$ cat src/rtl/pte_pkg.sv
// Shared types and constants for the process table keyed store.
// Holds the table depth, command and status codes, the slot record layout
// and the update bundle that the sequencer hands to the top level.
package pte_pkg;

  localparam int DEPTH  = 16;
  localparam int IDX_W  = (DEPTH > 1) ? $clog2(DEPTH) : 1;
  localparam int RANK_W = IDX_W;
  localparam int CNT_W  = $clog2(DEPTH + 1);

  typedef logic [IDX_W-1:0]  idx_t;
  typedef logic [RANK_W-1:0] rank_t;
  typedef logic [CNT_W-1:0]  cnt_t;
  typedef logic [4:0]        ecount_t;

  typedef enum logic [1:0] {
    CMD_INSERT  = 2'd0,
    CMD_DELETE  = 2'd1,
    CMD_LOOKUP  = 2'd2,
    CMD_SETPRIO = 2'd3
  } cmd_t;

  typedef enum logic [1:0] {
    STAT_OK        = 2'd0,
    STAT_NOT_FOUND = 2'd1,
    STAT_FULL      = 2'd2
  } status_t;

  typedef enum logic [1:0] {
    S_IDLE,
    S_SCAN,
    S_FIX,
    S_FINISH
  } state_t;

  // One table entry as it sits in the slot memory.
  typedef struct packed {
    logic [15:0] id;
    logic [7:0]  prio;
    logic [15:0] mem;
    rank_t       rank;
  } slot_t;

  // Result of one command plus the change it makes to the valid bits.
  typedef struct packed {
    logic        fin;
    logic        set_en;
    logic        clr_en;
    idx_t        slot;
    status_t     status;
    logic [7:0]  fprio;
    logic [15:0] fmem;
  } upd_t;

endpackage

$ cat src/rtl/process_table_keyed_store.sv
// Process table keyed store, top level: valid bits, live count and result register.
// A command accepted while idle scans every slot, takes a second pass for a delete that hits,
// then commits in a finish state; the result register loads from that state. An insert into a
// full table goes straight to the finish state. A new command is taken only while not busy, so
// each command sweeps the slot memory once (a delete that hits twice, a full insert not at all).
// Reset (synchronous, rst_n low) clears valid bits, count and out_valid; out_valid never stalls.
module process_table_keyed_store (
  input  logic        clk,
  input  logic        rst_n,
  input  logic        start,
  output logic        busy,
  input  logic [1:0]  in_cmd,
  input  logic [15:0] in_key_id,
  input  logic [7:0]  in_new_priority,
  input  logic [15:0] in_new_memory,
  output logic        out_valid,
  output logic [1:0]  out_status,
  output logic [7:0]  out_found_priority,
  output logic [15:0] out_found_memory,
  output logic [4:0]  out_entry_count
);

  logic [pte_pkg::DEPTH-1:0] valid_r, valid_nxt;
  pte_pkg::cnt_t             count_r, count_nxt;
  logic                      out_valid_r;
  pte_pkg::status_t          out_status_r;
  logic [7:0]                out_fprio_r;
  logic [15:0]               out_fmem_r;
  pte_pkg::ecount_t          out_count_r;

  logic                      mem_we;
  pte_pkg::idx_t             mem_waddr;
  pte_pkg::slot_t            mem_wdata;
  pte_pkg::idx_t             mem_raddr;
  pte_pkg::slot_t            mem_rdata;
  pte_pkg::upd_t             upd;

  pte_seq u_seq (
    .clk          (clk),
    .rst_n        (rst_n),
    .start        (start),
    .cmd          (pte_pkg::cmd_t'(in_cmd)),
    .key_id       (in_key_id),
    .new_priority (in_new_priority),
    .new_memory   (in_new_memory),
    .valid        (valid_r),
    .count        (count_r),
    .busy         (busy),
    .mem_we       (mem_we),
    .mem_waddr    (mem_waddr),
    .mem_wdata    (mem_wdata),
    .mem_raddr    (mem_raddr),
    .mem_rdata    (mem_rdata),
    .upd          (upd)
  );

  pte_ram u_ram (
    .clk   (clk),
    .we    (mem_we),
    .waddr (mem_waddr),
    .wdata (mem_wdata),
    .raddr (mem_raddr),
    .rdata (mem_rdata)
  );

  always_comb begin
    valid_nxt = valid_r;
    count_nxt = count_r;
    if (upd.set_en) begin
      valid_nxt[upd.slot] = 1'b1;
      count_nxt           = count_r + 1'b1;
    end else if (upd.clr_en) begin
      valid_nxt[upd.slot] = 1'b0;
      count_nxt           = count_r - 1'b1;
    end
  end

  always_ff @(posedge clk) begin
    if (!rst_n) begin
      valid_r     <= '0;
      count_r     <= '0;
      out_valid_r <= 1'b0;
    end else begin
      valid_r     <= valid_nxt;
      count_r     <= count_nxt;
      out_valid_r <= upd.fin;
    end
  end

  // The result carries the count as it stands after this command's transfer.
  always_ff @(posedge clk) begin
    if (upd.fin) begin
      out_status_r <= upd.status;
      out_fprio_r  <= upd.fprio;
      out_fmem_r   <= upd.fmem;
      out_count_r  <= pte_pkg::ecount_t'(count_nxt);
    end
  end

  assign out_valid          = out_valid_r;
  assign out_status         = out_status_r;
  assign out_found_priority = out_fprio_r;
  assign out_found_memory   = out_fmem_r;
  assign out_entry_count    = out_count_r;

  a_count_matches_valid: assert property (@(posedge clk) disable iff (!rst_n)
    $countones(valid_r) == int'(count_r))
    else $error("live count disagrees with the valid bits");

  a_count_bounded: assert property (@(posedge clk) disable iff (!rst_n)
    count_r <= pte_pkg::cnt_t'(pte_pkg::DEPTH))
    else $error("live count above table depth");

  a_accept_goes_busy: assert property (@(posedge clk) disable iff (!rst_n)
    start && !busy |=> busy)
    else $error("accepted command did not start the sequencer");

  a_result_when_idle: assert property (@(posedge clk) disable iff (!rst_n)
    out_valid |-> !busy)
    else $error("result strobe while a command is still running");

  a_full_means_full: assert property (@(posedge clk) disable iff (!rst_n)
    out_valid && out_status == pte_pkg::STAT_FULL |->
      count_r == pte_pkg::cnt_t'(pte_pkg::DEPTH))
    else $error("table full reported with free slots");

endmodule

$ cat src/rtl/pte_ram.sv
// Slot memory of the process table: one write port, one read port,
// registered read data. Depends on pte_pkg for the record type and depth.
module pte_ram (
  input  logic           clk,
  input  logic           we,
  input  pte_pkg::idx_t  waddr,
  input  pte_pkg::slot_t wdata,
  input  pte_pkg::idx_t  raddr,
  output pte_pkg::slot_t rdata
);

  pte_pkg::slot_t mem_r [pte_pkg::DEPTH];
  pte_pkg::slot_t rdata_r;

  always_ff @(posedge clk) begin
    if (we) begin
      mem_r[waddr] <= wdata;
    end
    rdata_r <= mem_r[raddr];
  end

  assign rdata = rdata_r;

endmodule

$ cat src/rtl/pte_seq.sv
// Command sequencer: walks every slot of the memory once per command, twice for a delete
// that hits and not at all for an insert into a full table, to find the newest match or
// shift ranks, then commits the record change. Depends on pte_pkg; drives the slot memory in pte_ram.
module pte_seq (
  input  logic                 clk,
  input  logic                 rst_n,
  input  logic                 start,
  input  pte_pkg::cmd_t        cmd,
  input  logic [15:0]          key_id,
  input  logic [7:0]           new_priority,
  input  logic [15:0]          new_memory,
  input  logic [pte_pkg::DEPTH-1:0] valid,
  input  pte_pkg::cnt_t        count,
  output logic                 busy,
  output logic                 mem_we,
  output pte_pkg::idx_t        mem_waddr,
  output pte_pkg::slot_t       mem_wdata,
  output pte_pkg::idx_t        mem_raddr,
  input  pte_pkg::slot_t       mem_rdata,
  output pte_pkg::upd_t        upd
);

  pte_pkg::state_t state_r, state_nxt;
  pte_pkg::cnt_t   cnt_r, cnt_nxt;
  pte_pkg::cmd_t   cmd_r, cmd_nxt;
  logic [15:0]     key_r, key_nxt;
  logic [7:0]      prio_r, prio_nxt;
  logic [15:0]     memsz_r, memsz_nxt;
  logic            full_r, full_nxt;
  logic            hit_r, hit_nxt;
  pte_pkg::idx_t   free_r, free_nxt;
  pte_pkg::idx_t   best_slot_r, best_slot_nxt;
  pte_pkg::slot_t  best_r, best_nxt;

  pte_pkg::idx_t   free_slot;
  pte_pkg::idx_t   proc_slot;
  logic            last;
  logic            proc_live;

  // Lowest-numbered free slot.
  always_comb begin
    free_slot = '0;
    for (int i = pte_pkg::DEPTH - 1; i >= 0; i--) begin
      if (!valid[i]) begin
        free_slot = pte_pkg::idx_t'(i);
      end
    end
  end

  // Read data in a scan cycle belongs to the slot issued in the previous cycle.
  assign proc_slot = pte_pkg::idx_t'(cnt_r - 1'b1);
  assign last      = (cnt_r == pte_pkg::cnt_t'(pte_pkg::DEPTH));
  assign proc_live = (cnt_r != '0) && valid[proc_slot];
  assign busy      = (state_r != pte_pkg::S_IDLE);
  assign mem_raddr = (cnt_r < pte_pkg::cnt_t'(pte_pkg::DEPTH)) ?
                     pte_pkg::idx_t'(cnt_r) : '0;

  always_comb begin
    state_nxt     = state_r;
    cnt_nxt       = cnt_r;
    cmd_nxt       = cmd_r;
    key_nxt       = key_r;
    prio_nxt      = prio_r;
    memsz_nxt     = memsz_r;
    full_nxt      = full_r;
    hit_nxt       = hit_r;
    free_nxt      = free_r;
    best_slot_nxt = best_slot_r;
    best_nxt      = best_r;
    mem_we        = 1'b0;
    mem_waddr     = proc_slot;
    mem_wdata     = mem_rdata;
    upd           = '0;

    unique case (state_r)
      pte_pkg::S_IDLE: begin
        if (start) begin
          cmd_nxt   = cmd;
          key_nxt   = key_id;
          prio_nxt  = new_priority;
          memsz_nxt = new_memory;
          cnt_nxt   = '0;
          hit_nxt   = 1'b0;
          free_nxt  = free_slot;
          full_nxt  = (cmd == pte_pkg::CMD_INSERT) &&
                      (count >= pte_pkg::cnt_t'(pte_pkg::DEPTH));
          state_nxt = full_nxt ? pte_pkg::S_FINISH : pte_pkg::S_SCAN;
        end
      end

      pte_pkg::S_SCAN: begin
        cnt_nxt = cnt_r + 1'b1;
        if (proc_live) begin
          if (cmd_r == pte_pkg::CMD_INSERT) begin
            mem_we         = 1'b1;
            mem_wdata.rank = pte_pkg::rank_t'(mem_rdata.rank + 1'b1);
          end else if (mem_rdata.id == key_r &&
                       (!hit_r || mem_rdata.rank < best_r.rank)) begin
            hit_nxt       = 1'b1;
            best_slot_nxt = proc_slot;
            best_nxt      = mem_rdata;
          end
        end
        if (last) begin
          cnt_nxt   = '0;
          state_nxt = (cmd_r == pte_pkg::CMD_DELETE && hit_nxt) ?
                      pte_pkg::S_FIX : pte_pkg::S_FINISH;
        end
      end

      // Second pass of a delete: close the gap in the ranks above the victim.
      pte_pkg::S_FIX: begin
        cnt_nxt = cnt_r + 1'b1;
        if (proc_live && mem_rdata.rank > best_r.rank) begin
          mem_we         = 1'b1;
          mem_wdata.rank = pte_pkg::rank_t'(mem_rdata.rank - 1'b1);
        end
        if (last) begin
          state_nxt = pte_pkg::S_FINISH;
        end
      end

      pte_pkg::S_FINISH: begin
        state_nxt = pte_pkg::S_IDLE;
        upd.fin   = 1'b1;
        if (full_r) begin
          upd.status = pte_pkg::STAT_FULL;
        end else if (cmd_r == pte_pkg::CMD_INSERT || hit_r) begin
          upd.status = pte_pkg::STAT_OK;
        end else begin
          upd.status = pte_pkg::STAT_NOT_FOUND;
        end
        unique case (cmd_r)
          pte_pkg::CMD_INSERT: begin
            if (!full_r) begin
              mem_we         = 1'b1;
              mem_waddr      = free_r;
              mem_wdata.id   = key_r;
              mem_wdata.prio = prio_r;
              mem_wdata.mem  = memsz_r;
              mem_wdata.rank = '0;
              upd.set_en     = 1'b1;
              upd.slot       = free_r;
            end
          end
          pte_pkg::CMD_DELETE: begin
            if (hit_r) begin
              upd.clr_en = 1'b1;
              upd.slot   = best_slot_r;
            end
          end
          pte_pkg::CMD_LOOKUP: begin
            if (hit_r) begin
              upd.fprio = best_r.prio;
              upd.fmem  = best_r.mem;
            end
          end
          pte_pkg::CMD_SETPRIO: begin
            if (hit_r) begin
              mem_we         = 1'b1;
              mem_waddr      = best_slot_r;
              mem_wdata      = best_r;
              mem_wdata.prio = prio_r;
            end
          end
          default: begin
          end
        endcase
      end

      default: begin
        state_nxt = pte_pkg::S_IDLE;
      end
    endcase
  end

  always_ff @(posedge clk) begin
    if (!rst_n) begin
      state_r <= pte_pkg::S_IDLE;
      cnt_r   <= '0;
      full_r  <= 1'b0;
      hit_r   <= 1'b0;
    end else begin
      state_r <= state_nxt;
      cnt_r   <= cnt_nxt;
      full_r  <= full_nxt;
      hit_r   <= hit_nxt;
    end
  end

  always_ff @(posedge clk) begin
    cmd_r       <= cmd_nxt;
    key_r       <= key_nxt;
    prio_r      <= prio_nxt;
    memsz_r     <= memsz_nxt;
    free_r      <= free_nxt;
    best_slot_r <= best_slot_nxt;
    best_r      <= best_nxt;
  end

endmodule
$ cat config.mk
export PLATFORM = sky130hd
export DESIGN_NAME = process_table_keyed_store
export DESIGN_NICKNAME = d
export VERILOG_FILES = /design/src/rtl/pte_pkg.sv /design/src/rtl/process_table_keyed_store.sv /design/src/rtl/pte_ram.sv /design/src/rtl/pte_seq.sv
export SDC_FILE = /design/constraint.sdc
export NUM_CORES = 1
export LEC_CHECK = 0
export BUFFER_PORTS_ARGS = -buffer_cell sky130_fd_sc_hd__buf_2
export CAP_MARGIN = 20
export CORE_ASPECT_RATIO = 0.75
export CORE_MARGIN = 4
export CORE_UTILIZATION = 35
export CTS_CLUSTER_SIZE = 12
export DETAILED_ROUTE_END_ITERATION = 7
export MAX_ROUTING_LAYER = met4
export SYNTH_ARGS = -nofsm -noshare
export SYNTH_HDL_FRONTEND = slang
export SYNTH_HIERARCHICAL = 1
export SYNTH_SLANG_ARGS = --single-unit
$ cat constraint.sdc
create_clock -name clk -period 5.8 [get_ports clk]
set_input_delay 0.58 -clock clk [delete_from_list [all_inputs] [get_ports clk]]
set_output_delay 0.58 -clock clk [all_outputs]
set_load 0.005 [all_outputs]
==> run metrics <==
#FFs+latches synth=904; largest net degree at the start of global routing=119; clock root cell=clkbuf_16; Mapped Avg Cell Area=19.4 um^2; Post-synth ARST share=0%; Synth warnings=6; Max-slew headroom=31.1%; pwr dens=374 mW/mm^2; Unique masters post-synth=71; EDFF count, synth=829; worst hold path type=input port to flop; Crit path max-delay family=simple AND/OR/NAND/NOR gates; fin nets=2005; total CTS buffers=89; initial DRC count=2280; CTS tree=built; grt ovf=0; vias in the first global route=17618; Routed Antenna Nets=0; Power, Total=15000 uW; Syn Std Cell Area=0.0349 mm^2; later-pin clock latency in the skew report=0.65 ns; Worst Path Max Fanout=29; most used routing layer in global routing=met1; placer congestion estimate=0.816; worst path bufs/invs=2; DR WL/cell=26.5 um; final setup vio count=0; Die Y-Extent=281 um; # rows=99; gr usage total=17.3%; first-pass GRT wire length=127000 um; Critical Path AT=about 5.3 ns; Crit-path slowest cell=dfxtp_1; synthesis-to-finish area growth=14.8%; clock tree buffer depth=3; dpl ws=0.969 ns; share of cells above drive strength 1=24.0%; crit share post-route=85.6%; met1 usage=26.4%; Port Buffers=between 70 and 80; Setup Skew=0.0439 ns; VDD IR max=228 uV; cell leakage power=between 0.01 and 0.015 uW; RSZ-0062 raised after global routing=false; Worst Tran Pin Value=slightly above 1 ns; Slew Viols, Final=0; initial core utilization=35.6%; required time of the critical path=around 6 ns; CTS Sinks=904; initial antenna violation count=2; status=finished clean; Setup CP Type=flop to flop; Hold Buf Count CTS=0; vias per cell=around 5.4; delay of the slowest cell on the worst path=roughly 0.67 ns; Setup TNS=0 ns; CTS H-tree depth=3; Synth Net Count=1863; IO Count=78; met3 Usage GRT=5.01%; Maximum Capacitance Violations=0; post-CTS setup buffers=0; Worst-path clk slew=0.06 ns; setup ws final=0.838 ns; Die Wd=roughly 370 um; met2 GRT Util=23.1%; fin cells=~3300; placed cells=3161; cell count after synthesis=approximately 1800; FMAX=202 MHz; Startpoint Class=flop; min cycle time layout=just under 5 ns; total routed wirelength=88300 um; die area=around 0.10 mm^2; dpl hpwl=55200 um; Core ar.=0.0981 mm^2; sequential area share after synthesis=75.7%; DR pass1 iterations=5; final hold violation count=0; CP Capture Type=flop; CP Cell Sequence=inv_1 > ha_1 > mux4_1 > nand2_1 > and3_4 > or2_4 > nor3_1 > a221oi_1 > nor2_1 > or3b_2 > nor2_4 > buf_12; Post-route DRC=0; post-cts sizing count=0; Vias=18025; commonest register cell after synthesis=edfxtp_1
-- Yosys cell counts, types with 7 or more instances --
cell,n,area (um^2)
edfxtp_1,829,24900
mux4_2,177,3990
a22oi_1,126,946
nand2_1,100,375
dfxtp_1,75,1500
o21ai_0,54,270
nor2_1,50,188
clkbuf_1,49,184
and2_1,30,188
inv_1,28,105
ha_1,20,250
nor2b_1,17,106
xor2_1,17,149
a21oi_1,16,80.1
buf_2,14,70.1
nor3_1,14,70.1
a31oi_1,13,81.3
buf_6,12,135
nand2b_1,12,75.1
a22o_1,10,87.6
buf_1,8,30.0
buf_4,8,60.1
nand3_1,8,40.0
nand4_1,8,50.1
mux2i_1,7,70.1
-- per-stage QoR --
| stage | area (um^2) | util, % | hold WS (ns) |
|---|---|---|---|
| 2_1_floorplan | 34900 | - | 0.408 |
| 3_3_place_gp | 37200 | 37.9 | 0.416 |
| 3_5_place_dp | 37200 | 37.9 | 0.416 |
| 4_1_cts | 40000 | 40.8 | 0.0655 |
| 5_1_grt | 40000 | 40.8 | 0.0724 |
| 6_report | 40000 | 40.8 | 0.103 |
-- kinds of logic (layout without fill, tap and decap cells) --
group | count (synthesis) | in the layout | synth area share, %
AND/OR/NAND/NOR | 272 | 272 | 3.90
flip-flops | 904 | 904 | 75.7
AO/OA/AOI/OAI | 267 | 267 | 5.44
other | 0 | 3 | 0
multiplexers | 188 | 188 | 11.8
XOR/XNOR | 24 | 24 | 0.678
buffers and inverters | 123 | 340 | 1.80
adder cells (fa/ha/maj) | 20 | 20 | 0.717
-- worst register-to-register path, stage by stage (launching register included) --
cell      delay [ns]
dfxtp_1         0.67
inv_1           0.28
ha_1            0.44
mux4_1          0.25
nand2_1         0.08
and3_4          0.20
or2_4           0.25
nor3_1          0.33
a221oi_1        0.16
nor2_1          0.50
or3b_2          0.63
nor2_4          0.51
buf_12          0.28
-- cell type report --
cell class	instances	area, um^2
well taps	1313	1640
inverters	29	109
multi-input cells	771	8070
diodes	3	7.51
clock inverters	11	169
fillers	8670	58100
clock buffers	155	2620
repair buffers	145	1020
flip-flops and latches	904	26400
-- worst paths after layout --
kind                                from                            to  slack (ns)  cells past startpoint
min                     in_new_memory[8]    u_seq/memsz_r[8]$_DFFE_PP_        0.10                      1
max          u_seq/cnt_r[0]$_SDFFE_PN0P_  u_ram/mem_r[1][11]$_DFFE_PP_        0.84                     12
min reg2reg       u_ram/rdata[8]$_DFF_P_     u_seq/best_r[8]$_DFFE_PP_        0.43                      0
max reg2reg  u_seq/cnt_r[0]$_SDFFE_PN0P_  u_ram/mem_r[1][11]$_DFFE_PP_        0.84                     12
-- power by group --
group / internal, uW / total (uW) / switching (uW)
Combinational: 592 / 1810 / 1220
Clock: 3130 / 5520 / 2390
Sequential: 7550 / 7650 / 101
-- registers in the layout (all words and copies together), names as in the netlist, 4 cells and up, named ones only --
register	count
u_seq/free_r	4
u_seq/best_r	44
u_seq/memsz_r	16
u_ram/mem_r	704
u_seq/cnt_r	5
u_ram/rdata	44
u_seq/key_r	16
out_found_memory	16
count_r	5
out_entry_count	5
out_found_priority	8
u_seq/prio_r	8
u_seq/best_slot_r	4
-- cells in the final DEF, fill, tap and decap left out, drive strengths merged, types with 20 or more instances in the layout --
cell,Yosys,routed
a22oi,126,126
and2,30,30
buf,42,145
clkbuf,52,155
dfxtp,75,75
edfxtp,829,829
ha,20,20
inv,29,33
mux4,178,178
nand2,100,100
nor2,50,50
o21ai,54,54
-- routing by layer --
layer / up-vias / share of wire [%]
li1: 7619 / -
met1: 9437 / 46
met2: 861 / 42
met3: 108 / 11
met4: 0 / 1.5
met5: - / 0
(Power assumes the default switching activity.)
